===== config.mk =====
export PLATFORM = sky130hd
export DESIGN_NAME = hebp_out_buffer
export DESIGN_NICKNAME = d
export VERILOG_FILES = /design/src/rtl/huffman_encode_bit_packer_assert.svh /design/src/rtl/hebp_pkg.sv /design/src/rtl/hebp_out_buffer.sv
export SDC_FILE = /design/constraint.sdc
export NUM_CORES = 1
export LEC_CHECK = 0
export ABC_CLOCK_PERIOD_IN_PS = 2000
export BUFFER_PORTS_ARGS = -buffer_cell sky130_fd_sc_hd__clkbuf_2
export CORE_MARGIN = 2
export CORE_UTILIZATION = 44
export CTS_CLUSTER_SIZE = 16
export DETAILED_ROUTE_END_ITERATION = 10
export PLACE_DENSITY = 0.78
export SLEW_MARGIN = 20
export SYNTH_ARGS = -nofsm -noshare
export SYNTH_HDL_FRONTEND = slang
export SYNTH_SLANG_ARGS = --single-unit

===== constraint.sdc =====
create_clock -name clock -period 2 [get_ports clock]
set_clock_uncertainty 0.2 [all_clocks]
set_input_delay 0.6 -clock clock [delete_from_list [all_inputs] [get_ports clock]]
set_output_delay 0.6 -clock clock [all_outputs]
set_load 0.02 [all_outputs]

===== src/rtl/huffman_encode_bit_packer_assert.svh =====
// ----------------------------------------------------------------------------
// Assertion macros for the Huffman encoder bit packer
// Concurrent check macros. They are empty when the code is built for synthesis.
// ----------------------------------------------------------------------------
`ifndef HUFFMAN_ENCODE_BIT_PACKER_ASSERT_SVH
`define HUFFMAN_ENCODE_BIT_PACKER_ASSERT_SVH

`ifndef SYNTHESIS
// The condition holds in the same cycle as the trigger.
`define HEBP_ASSERT_NOW(lbl, clk, rst, ante, cons) \
   lbl: assert property (@(posedge clk) disable iff (rst) (ante) |-> (cons)) \
      else $error("check failed: condition broken in the same cycle");
// The condition holds in the cycle after the trigger.
`define HEBP_ASSERT_NEXT(lbl, clk, rst, ante, cons) \
   lbl: assert property (@(posedge clk) disable iff (rst) (ante) |=> (cons)) \
      else $error("check failed: condition broken one cycle later");
`else
`define HEBP_ASSERT_NOW(lbl, clk, rst, ante, cons)
`define HEBP_ASSERT_NEXT(lbl, clk, rst, ante, cons)
`endif

`endif


===== src/rtl/hebp_pkg.sv =====
// ----------------------------------------------------------------------------
// Huffman encoder bit packer package
// Constants, codes and types shared by the bit packer modules.
// ----------------------------------------------------------------------------
package hebp_pkg;

   localparam int TABLE_DEPTH     = 256;
   localparam int MAX_CODE_LENGTH = 16;
   localparam int BYTE_BITS       = 8;
   localparam int TABLE_ADDR_W    = $clog2(TABLE_DEPTH);
   localparam int SYMBOL_W        = 8;
   localparam int CODE_W          = 16;
   localparam int LEN_W           = 5;
   localparam int PEND_W          = 3;

   typedef enum logic [1:0] {
      MODE_LOAD   = 2'd0,
      MODE_ENCODE = 2'd1,
      MODE_FLUSH  = 2'd2
   } hebp_mode_type;

   typedef enum logic {
      KIND_DATA  = 1'b0,
      KIND_ERROR = 1'b1
   } hebp_kind_type;

   typedef struct packed {
      logic [CODE_W-1:0] code;
      logic [LEN_W-1:0]  len;
   } hebp_entry_type;

   typedef struct packed {
      logic [BYTE_BITS-1:0] out_byte;
      hebp_kind_type        kind;
      logic                 last;
   } hebp_result_type;

   // Results caused by one item: count is 0, 1 or 2, first goes out first.
   typedef struct packed {
      logic [1:0]      count;
      hebp_result_type first;
      hebp_result_type second;
   } hebp_batch_type;

endpackage


===== src/rtl/hebp_out_buffer.sv =====
// ----------------------------------------------------------------------------
// Result buffer
// Two-entry result register that hands results out one per cycle while out_ready is high.
// ----------------------------------------------------------------------------
module hebp_out_buffer (
   input  logic                      clock,
   input  logic                      reset,
   input  logic                      load,
   input  hebp_pkg::hebp_batch_type  batch,
   input  logic                      out_ready,
   output logic                      can_take,
   output logic                      out_valid,
   output hebp_pkg::hebp_result_type out_result,
   output logic [1:0]                count
);
   import hebp_pkg::*;

   hebp_result_type slot0_ff;
   hebp_result_type slot0_in;
   hebp_result_type slot1_ff;
   hebp_result_type slot1_in;
   logic [1:0]      count_ff;
   logic [1:0]      count_in;
   logic            pop;

   assign pop      = (count_ff != 2'd0) && out_ready;
   assign can_take = (count_ff == 2'd0) || ((count_ff == 2'd1) && pop);

   always_comb begin
      slot0_in = slot0_ff;
      slot1_in = slot1_ff;
      count_in = count_ff;
      if (load) begin
         slot0_in = batch.first;
         slot1_in = batch.second;
         count_in = batch.count;
      end else if (pop) begin
         slot0_in = slot1_ff;
         count_in = count_ff - 2'd1;
      end
   end

   always_ff @(posedge clock) begin
      slot0_ff <= slot0_in;
      slot1_ff <= slot1_in;
      if (reset) begin
         count_ff <= '0;
      end else begin
         count_ff <= count_in;
      end
   end

   assign out_valid  = (count_ff != 2'd0);
   assign out_result = slot0_ff;
   assign count      = count_ff;

endmodule


==> impl_metrics.yaml <==
outcome:
  status: "complete, no violations"
hold_path:
  hp-class: "in -> reg"
clocking:
  htreeDepth: 1
  holdBufCountCts: 0
  cts_buffer_depth: 2
  cts_inserted_buffers: 3
  path_clk_slew_ps: 110
  cts_tree: "built"
  clkLatencyLatePin_ps: 300
  clkSinkCount: 22
  cts_root_buf: "clkbuf_4"
critical_path:
  r2r_setup_slack_ps: 510
  crit_fanout: 3
  crit_top_cell: "nand2_1"
  cp-end-kind: "output port"
  cpPeakStageDelay_ps: 360
  criticalPathCategory: "reg -> out"
  startpoint_type: "flip-flop"
  cp.required_ps: 1200
  slowest_stage: "dfxtp_2"
  path_cells: "inv_2, ha_1, nand2_1, nand2_1, buf_6"
  cp_num_buf_inv: 2
  critical_path_arrival_ps: 1120
  crit_family: "flip-flops"
sta:
  rsz0062_at_grt: "no"
  hold_violations: 0
  fin_ws_ps: 79.16
  slew_headroom: 0.8357
  layout_min_cycle_time_ps: 1921
  worst_pin_slew_ps: 246.5
  setup_viol: 0
  max_freq_mhz: 520.6
  tns_ps: 0
  period_share: 0.9604
  drv_slew: 0
yosys:
  ys_seq_area_frac: 0.7304
  syn-num-nets: 78
  synth.area.top_cells: "edfxtp_1 68%, mux2_2 13%, dfxtp_1 4.6%"
  synth_top_area_frac: 0.6847
  synth_warnings: 0
  synth_area_leader_cell: "edfxtp_1"
  avgSynthCellArea_um2: 17.54
  ys_seq_elements: 22
  syn_inst: 50
  syn-cell-area_um2: 877.1
  synthDistinctLibCells: 15
die:
  ioPinCount: 40
  dieWidth_um: 48.65
  coreArea_mm2: 0.001922
  die_area_mm2: 0.002366
  rows: 16
  initial_core_util: 0.4564
  die_y_um: 48.65
global_routing:
  grt_max_degree: 13
  grt_pass1_wl_mm: 2.394
  grtUsageTotal: 0.1359
  grt_pass1_vias: 556
  grt-ovfl-total: 0
  antenna_found_initial: 0
final_layout:
  nFillCells: 176
  layout.nets: 125
  syn_to_final_growth_pct: 35.81
  final_layout_size_suffix_gt1_frac: 0.6771
  ff_latch_area_um2: 645.6
  final_cells: 123
  n_antenna_cell: 0
  stdcell_area_mm2: 0.001191
  multi_input_area_um2: 226.5
placed_design:
  hpwlAfterDp_mm: 1.077
  io_buffers: 39
  pre_cts_slack_ps: 220.2
  gp_congestion: 0.6181
  place_area_mm2: 0.001134
  dp.cells: 118
drt:
  ant_nets: 0
  via_per_inst: 4.415
  drt_wl_total_mm: 1.403
  drtPass1Iterations: 4
  vias: 543
  drtIter0Drc: 3
  wire_per_inst_um: 11.41
  drc: 0
power_and_ir_drop:
  p_leak_nw: 0.5130
  total_power_w: 0.0009261
  vdd_ir_drop_max_mv: 0.3723
  pwr_density_cell_mw_per_mm2: 777.5
flow_run:
  drv_cap: 0
layout by cell type (no fill, tap or decap), types with 3 or more instances in the layout:
| cell type | instances |
|---|---|
| edfxtp_1 | 20 |
| clkbuf_4 | 3 |
| buf_4 | 3 |
| inv_2 | 3 |
| nand2_1 | 3 |
| clkbuf_2 | 38 |
| mux2_2 | 10 |
Yosys cell counts:
cell type,instances
a211oi_2,1
a21oi_1,1
buf_4,1
dfxtp_1,2
edfxtp_1,20
ha_1,2
inv_1,4
mux2_2,10
nand2_1,3
nand3b_1,1
nor2_1,1
nor2b_4,1
o211ai_1,1
or2_2,1
xnor2_1,1
registers in the layout (all words and copies together), names as in the netlist:
register    flops
out_result     10
slot1_ff       10
count           2
metal layers:
metal,vias up,share of wire,track usage
met5,-,0,0
met4,0,0.013,0.08571
met3,2,0.052,0.03395
met2,23,0.53,0.2306
met1,242,0.40,0.1521
li1,276,-,-
where the power goes:
| group | total, W | switching (W) | internal, W | leakage [nW] |
|---|---|---|---|---|
| logic | 0.000168 | 0.0000876 | 0.0000802 | 0.283 |
| registers | 0.000561 | 0.0000122 | 0.000549 | 0.215 |
| clock network | 0.000197 | 0.000125 | 0.0000728 | 0.0154 |
per-stage QoR:
step	hold slack [ps]	utilization
2_1_floorplan	324.6	-
3_3_place_gp	328.0	0.5898
3_5_place_dp	336.7	0.5898
4_1_cts	241.5	0.6152
5_1_grt	240.1	0.6198
6_report	254.9	0.6198
final timing paths:
| kind | depth (start not counted) | start | end |
|---|---|---|---|
| hold reg to reg | 1 | slot1_ff[1]$_DFFE_PP_ | out_result[1]$_DFFE_PP_ |
| hold / removal | 2 | reset | count[0]$_SDFFE_PP0P_ |
| setup / recovery | 5 | count[1]$_SDFFE_PP0P_ | can_take |
| setup reg to reg | 4 | count[0]$_SDFFE_PP0P_ | out_result[3]$_DFFE_PP_ |
layout make-up:
type	count	area share
clock buffers	3	0.01891
clock inverters	1	0.003151
inverters	4	0.01261
multi-input cells	23	0.1901
flip-flops and latches	22	0.5420
well taps	27	0.02836
repair buffers	43	0.2048
kinds of logic after synthesis:
logic type / Yosys count / synth area share
DFF: 22 / 0.7304
muxes: 10 / 0.1284
and+or+nand+nor: 7 / 0.04850
buffers and inverters: 5 / 0.02568
AOI/OAI and AO/OA: 3 / 0.02853
adders and majority gates: 2 / 0.02853
xor gates and xnor gates: 1 / 0.009988
repair_timing:
| item | in CTS | in global routing |
|---|---|---|
| resized for setup | 4 | 7 |
| buffers inserted | 1 | 0 |
| endpoints found under the setup margin | 2 | 2 |
Power figures use the tool's default switching activity.
