--- config.mk ---
export PLATFORM = sky130hd
export DESIGN_NAME = hebp_packer
export DESIGN_NICKNAME = d
export VERILOG_FILES = /design/src/rtl/huffman_encode_bit_packer_assert.svh /design/src/rtl/hebp_pkg.sv /design/src/rtl/hebp_packer.sv
export SDC_FILE = /design/constraint.sdc
export NUM_CORES = 1
export LEC_CHECK = 0
export BUFFER_PORTS_ARGS = -buffer_cell sky130_fd_sc_hd__clkbuf_2
export CORE_ASPECT_RATIO = 0.8
export CORE_MARGIN = 2
export CORE_UTILIZATION = 35
export DETAILED_ROUTE_END_ITERATION = 7
export GPL_ROUTABILITY_DRIVEN = 0
export PLACE_DENSITY = 0.64
export SLEW_MARGIN = 20
export SYNTH_ARGS = -nofsm -noshare
export SYNTH_HDL_FRONTEND = slang
export SYNTH_SLANG_ARGS = --single-unit
export TNS_END_PERCENT = 1
--- constraint.sdc ---
create_clock -name clock -period 6.5 [get_ports clock]
set_clock_uncertainty 0.15 [all_clocks]
set_input_delay 0 -clock clock [delete_from_list [all_inputs] [get_ports clock]]
set_output_delay 0 -clock clock [all_outputs]
set_load 0.01 [all_outputs]
--- src/rtl/huffman_encode_bit_packer_assert.svh ---
// ----------------------------------------------------------------------------
// Assertion macros for the Huffman encoder bit packer
// Concurrent check macros. They are empty when the code is built for synthesis.
// ----------------------------------------------------------------------------
`ifndef HUFFMAN_ENCODE_BIT_PACKER_ASSERT_SVH
`define HUFFMAN_ENCODE_BIT_PACKER_ASSERT_SVH

`ifndef SYNTHESIS
// The condition holds in the same cycle as the trigger.
`define HEBP_ASSERT_NOW(lbl, clk, rst, ante, cons) \
   lbl: assert property (@(posedge clk) disable iff (rst) (ante) |-> (cons)) \
      else $error("check failed: condition broken in the same cycle");
// The condition holds in the cycle after the trigger.
`define HEBP_ASSERT_NEXT(lbl, clk, rst, ante, cons) \
   lbl: assert property (@(posedge clk) disable iff (rst) (ante) |=> (cons)) \
      else $error("check failed: condition broken one cycle later");
`else
`define HEBP_ASSERT_NOW(lbl, clk, rst, ante, cons)
`define HEBP_ASSERT_NEXT(lbl, clk, rst, ante, cons)
`endif

`endif

--- src/rtl/hebp_pkg.sv ---
// ----------------------------------------------------------------------------
// Huffman encoder bit packer package
// Constants, codes and types shared by the bit packer modules.
// ----------------------------------------------------------------------------
package hebp_pkg;

   localparam int TABLE_DEPTH     = 256;
   localparam int MAX_CODE_LENGTH = 16;
   localparam int BYTE_BITS       = 8;
   localparam int TABLE_ADDR_W    = $clog2(TABLE_DEPTH);
   localparam int SYMBOL_W        = 8;
   localparam int CODE_W          = 16;
   localparam int LEN_W           = 5;
   localparam int PEND_W          = 3;

   typedef enum logic [1:0] {
      MODE_LOAD   = 2'd0,
      MODE_ENCODE = 2'd1,
      MODE_FLUSH  = 2'd2
   } hebp_mode_type;

   typedef enum logic {
      KIND_DATA  = 1'b0,
      KIND_ERROR = 1'b1
   } hebp_kind_type;

   typedef struct packed {
      logic [CODE_W-1:0] code;
      logic [LEN_W-1:0]  len;
   } hebp_entry_type;

   typedef struct packed {
      logic [BYTE_BITS-1:0] out_byte;
      hebp_kind_type        kind;
      logic                 last;
   } hebp_result_type;

   // Results caused by one item: count is 0, 1 or 2, first goes out first.
   typedef struct packed {
      logic [1:0]      count;
      hebp_result_type first;
      hebp_result_type second;
   } hebp_batch_type;

endpackage

--- src/rtl/hebp_packer.sv ---
// ----------------------------------------------------------------------------
// Bit packer
// Holds the bit accumulator and works out the results of one item.
// ----------------------------------------------------------------------------
module hebp_packer (
   input  logic                        clock,
   input  logic                        reset,
   input  logic                        advance,
   input  hebp_pkg::hebp_mode_type     mode,
   input  logic                        hit,
   input  hebp_pkg::hebp_entry_type    entry,
   output hebp_pkg::hebp_batch_type    batch,
   output logic [hebp_pkg::PEND_W-1:0] pending_bits
);
   import hebp_pkg::*;

   logic [BYTE_BITS-1:0]   acc_ff;
   logic [BYTE_BITS-1:0]   acc_in;
   logic [PEND_W-1:0]      pend_ff;
   logic [PEND_W-1:0]      pend_in;
   logic [LEN_W-1:0]       len;
   logic [CODE_W:0]        mask;
   logic [CODE_W-1:0]      masked;
   logic [3*BYTE_BITS-1:0] combined;
   logic [LEN_W-1:0]       total;

   always_comb begin
      len      = hit ? entry.len : '0;
      mask     = ~({(CODE_W+1){1'b1}} << len);
      masked   = entry.code & mask[CODE_W-1:0];
      // Accumulator bits above the pending count are always zero.
      combined = {{(2*BYTE_BITS){1'b0}}, acc_ff}
               | ({{BYTE_BITS{1'b0}}, masked} << pend_ff);
      total    = {{(LEN_W-PEND_W){1'b0}}, pend_ff} + len;
      batch    = '0;
      acc_in   = acc_ff;
      pend_in  = pend_ff;
      unique case (mode)
         MODE_ENCODE: begin
            if (len == '0) begin
               batch.count        = 2'd1;
               batch.first.kind   = KIND_ERROR;
               batch.first.last   = 1'b1;
            end else begin
               if (total >= LEN_W'(2 * BYTE_BITS)) begin
                  batch.count           = 2'd2;
                  batch.first.out_byte  = combined[BYTE_BITS-1:0];
                  batch.second.out_byte = combined[2*BYTE_BITS-1:BYTE_BITS];
                  batch.second.last     = 1'b1;
                  acc_in                = combined[3*BYTE_BITS-1:2*BYTE_BITS];
               end else if (total >= LEN_W'(BYTE_BITS)) begin
                  batch.count          = 2'd1;
                  batch.first.out_byte = combined[BYTE_BITS-1:0];
                  batch.first.last     = 1'b1;
                  acc_in               = combined[2*BYTE_BITS-1:BYTE_BITS];
               end else begin
                  acc_in = combined[BYTE_BITS-1:0];
               end
               pend_in = total[PEND_W-1:0];
            end
         end
         MODE_FLUSH: begin
            if (pend_ff != '0) begin
               batch.count          = 2'd1;
               batch.first.out_byte = acc_ff;
               batch.first.last     = 1'b1;
            end
            acc_in  = '0;
            pend_in = '0;
         end
         default: begin
         end
      endcase
   end

   always_ff @(posedge clock) begin
      if (reset) begin
         acc_ff  <= '0;
         pend_ff <= '0;
      end else if (advance) begin
         acc_ff  <= acc_in;
         pend_ff <= pend_in;
      end
   end

   assign pending_bits = pend_ff;

endmodule

==> summary.txt <==
Finish
  – Layout fillers: 655
  – Area Growth Syn to Fin: 12.7%
  – Fin nets: 387
  – Layout cells sized above 1: 0.197
  – Antenna fix cells: 0

Worst hold path
  – WHS Endpoint: pending_bits[2]
  – Hold path startpoint: advance
  – Hold Path Cell Cnt: 4
  – Min-Delay Path Class: primary input to flip-flop

Critical path
  – Critical R2R Capture: acc_ff[7]
  – Reg2reg setup slack: 3360 ps
  – CP Cell Sequence: buf_4, inv_1, nor2_1, ha_1, a31oi_4, a211oi_4, xnor2_1, a2111oi_4, o311ai_1, a21oi_1, clkbuf_2
  – Crit start category: flip-flop
  – Kind of critical path: flip-flop to output pin
  – Crit-path max cell delay: 730 ps
  – Worst-path fanout max: 37
  – Worst setup path startpoint: pending_bits[0]
  – Worst r2r path cells: 10
  – Crit path required time: 6350 ps
  – Critical Path End Type: output pin
  – WP data arrival: 3300 ps
  – Reg2reg start: pending_bits[0]
  – Cell at the slowest stage of the critical path: a2111oi_4

Clocking
  – CTS tree: built
  – Htree depth: 1
  – CTS buffer count: 3
  – CTS sink count: 11
  – Root Buffer: clkbuf_8
  – Max clock buf depth: 2
  – Clk slew on worst S/H paths: 60 ps
  – Post-CTS sizing: 0
  – Worst-Skew Late Latency: 250 ps

STA
  – Setup violators final: 0
  – Fmax: 290 MHz
  – RSZ-0062 raised after global routing: false
  – Setup TNS: 0 ps
  – Normalized max-slew margin: 0.429
  – Slew Limit Fails: 0
  – Slew of the pin with the lowest slew margin: 849 ps
  – Final period demand of the worst path: 3450 ps
  – Setup ws final: 3050 ps
  – Tcrit/Tclk final: 0.531
  – Final hold violation count: 0

Detailed routing
  – Total Wirelength: 7840 µm
  – 1st-iter DRT viols: 350
  – Total number of vias: 2750
  – Vias per Instance: 6.29
  – DRT antenna net count: 0
  – First-pass DRT Iterations: 5
  – Routed wire per std cell: 17.9 µm
  – DRC viols: 0

Synthesis
  – Cell Area, Synth: 0.00223 mm²
  – Sequential share of the synthesized area: 0.0988
  – Synth cell types: 69
  – Ys async rst share: 0
  – YS warnings: 0
  – Syn Area/Cell: 6.81 µm²
  – Dominant synthesized flop cell: dfxtp_1
  – Syn Inst Count: 327
  – Post-synth EDFFs: 0
  – Synthesized Nets: 357
  – Post-synthesis register bit count: 11

Die
  – Initial core utilization: 0.369
  – I/O pin count: 52
  – Die Y: 75.4 µm
  – Row count: 25
  – Core box area: 0.00604 mm²
  – Total Die Area: 0.00703 mm²
  – Die width: 93.2 µm

Global route
  – Largest net degree at the start of global routing: 38
  – Initial antenna violation count: 0
  – First-pass GRT wire length: 12500 µm
  – GRT overflow: 0
  – Number of global-route vias before repair: 2407
  – Overall routing resource usage: 0.222

Placement
  – DP Worst Slack: 3310 ps
  – IO buf count: 50
  – HPWL after DPL: 5950 µm

Run
  – Max_cap viols: 0

Power and ir drop
  – VDD IR max: 0.0568 mV
  – Tot Pwr: 243 µW
  – P per Cell Area: 96.8 mW/mm²
  – Leakage: 0.000894 µW

Outcome
  – Status: finished clean
## logic make-up (layout without fill, tap and decap cells)
family	count (synthesis)	in the layout	synth area share
compound gates	136	136	0.448
mux	15	15	0.0702
flops	11	11	0.0988
xor+xnor	4	4	0.0157
simple gates	113	113	0.255
fa+ha+maj	3	3	0.0168
buf+inv	44	73	0.0938
other cells	1	1	0.00168
## cell type report
class / instances / area [µm²] / share of cell area
Multi-Input combinational cell: 272 / 1800 / 0.716
Timing Repair Buffer: 55 / 293 / 0.117
Tap cell: 81 / 101 / 0.0404
Clock buffer: 4 / 45.0 / 0.0179
Inverter: 14 / 52.6 / 0.0209
Sequential cell: 11 / 220 / 0.0877
## registers in the layout, summed over array words and instances, names as in the netlist
| register | flops |
|---|---|
| acc_ff | 8 |
| pending_bits | 3 |
## through the flow
step / std cells / area, µm² / util / hold WS (ps)
floorplan: 327 / 2230 / - / -80.9
global placement: 431 / 2450 / 0.405 / 112
detailed placement: 431 / 2450 / 0.405 / 108
CTS: 437 / 2510 / 0.416 / 1.33
global route: 437 / 2510 / 0.416 / 52.8
finish: 437 / 2510 / 0.416 / 2.37
## cells in the mapped netlist (4+ instances only)
library cell / number / area (µm²)
o211ai_1: 13 / 97.6
o21a_1: 5 / 37.5
o21ai_0: 18 / 90.1
buf_4: 6 / 45.0
xnor2_1: 4 / 35.0
a21oi_1: 28 / 140
mux2_2: 5 / 56.3
o21ai_1: 8 / 40.0
clkbuf_1: 11 / 41.3
nor2_1: 26 / 97.6
nor2b_1: 7 / 43.8
nand2_1: 32 / 120
inv_1: 14 / 52.6
buf_2: 11 / 55.1
mux2i_1: 10 / 100
nand4_1: 5 / 31.3
dfxtp_1: 11 / 220
a211oi_1: 9 / 67.6
nor3_1: 6 / 30.0
nand3_1: 12 / 60.1
## layout by cell type, fill, tap and decap left out, types with 4 or more instances in the layout
| master | instances |
|---|---|
| nor3_1 | 6 |
| o21a_1 | 5 |
| a211oi_1 | 9 |
| o211ai_1 | 13 |
| mux2_2 | 5 |
| clkbuf_2 | 50 |
| inv_1 | 14 |
| o21ai_0 | 18 |
| nor2b_1 | 7 |
| nand2_1 | 32 |
| o21ai_1 | 8 |
| mux2i_1 | 10 |
| xnor2_1 | 4 |
| nor2_1 | 26 |
| a21oi_1 | 28 |
| nand3_1 | 12 |
| dfxtp_1 | 11 |
| nand4_1 | 5 |
## power by group
group	total [µW]	switching, µW	internal, µW
Sequential	68.8	0.580	68.2
Combinational	100	66.3	33.8
Clock	74.2	30.8	43.4
Total	243	97.6	145
## worst max path at each step
stage,endpoint,slack (ps),cells past startpoint
after floorplan,acc_ff[7],3390,11
after global placement,batch[19],3430,11
after detailed placement,batch[19],3310,11
after CTS,batch[19],3040,11
after global routing,batch[19],2750,11
final,batch[19],3050,11
## worst max-delay path, delay by kind of cell (launching register included)
kind	cells	cell delay [ps]
compound gates	5	1530
xor+xnor	1	150
fa+ha+maj	1	250
buf+inv	3	670
flops	1	310
simple gates	1	150
## layer usage
layer  part of all wire  routed length, µm  vias to the layer above  global-route usage
met4              0.013                103                        0              0.0441
li1                   -                  -                     1316                   -
met1               0.45               3550                     1294               0.312
met2               0.45               3550                      128               0.370
met3              0.081                638                       12              0.0326
met5                  0                  0                        -                   0
## timing repair
item | 4_1_cts | 5_1_grt
hold endpoints to repair | 3 | 0
hold buffers | 2 | 0
setup buffers | 0 | 0
No activity file was read; power rests on OpenSTA's default activity.
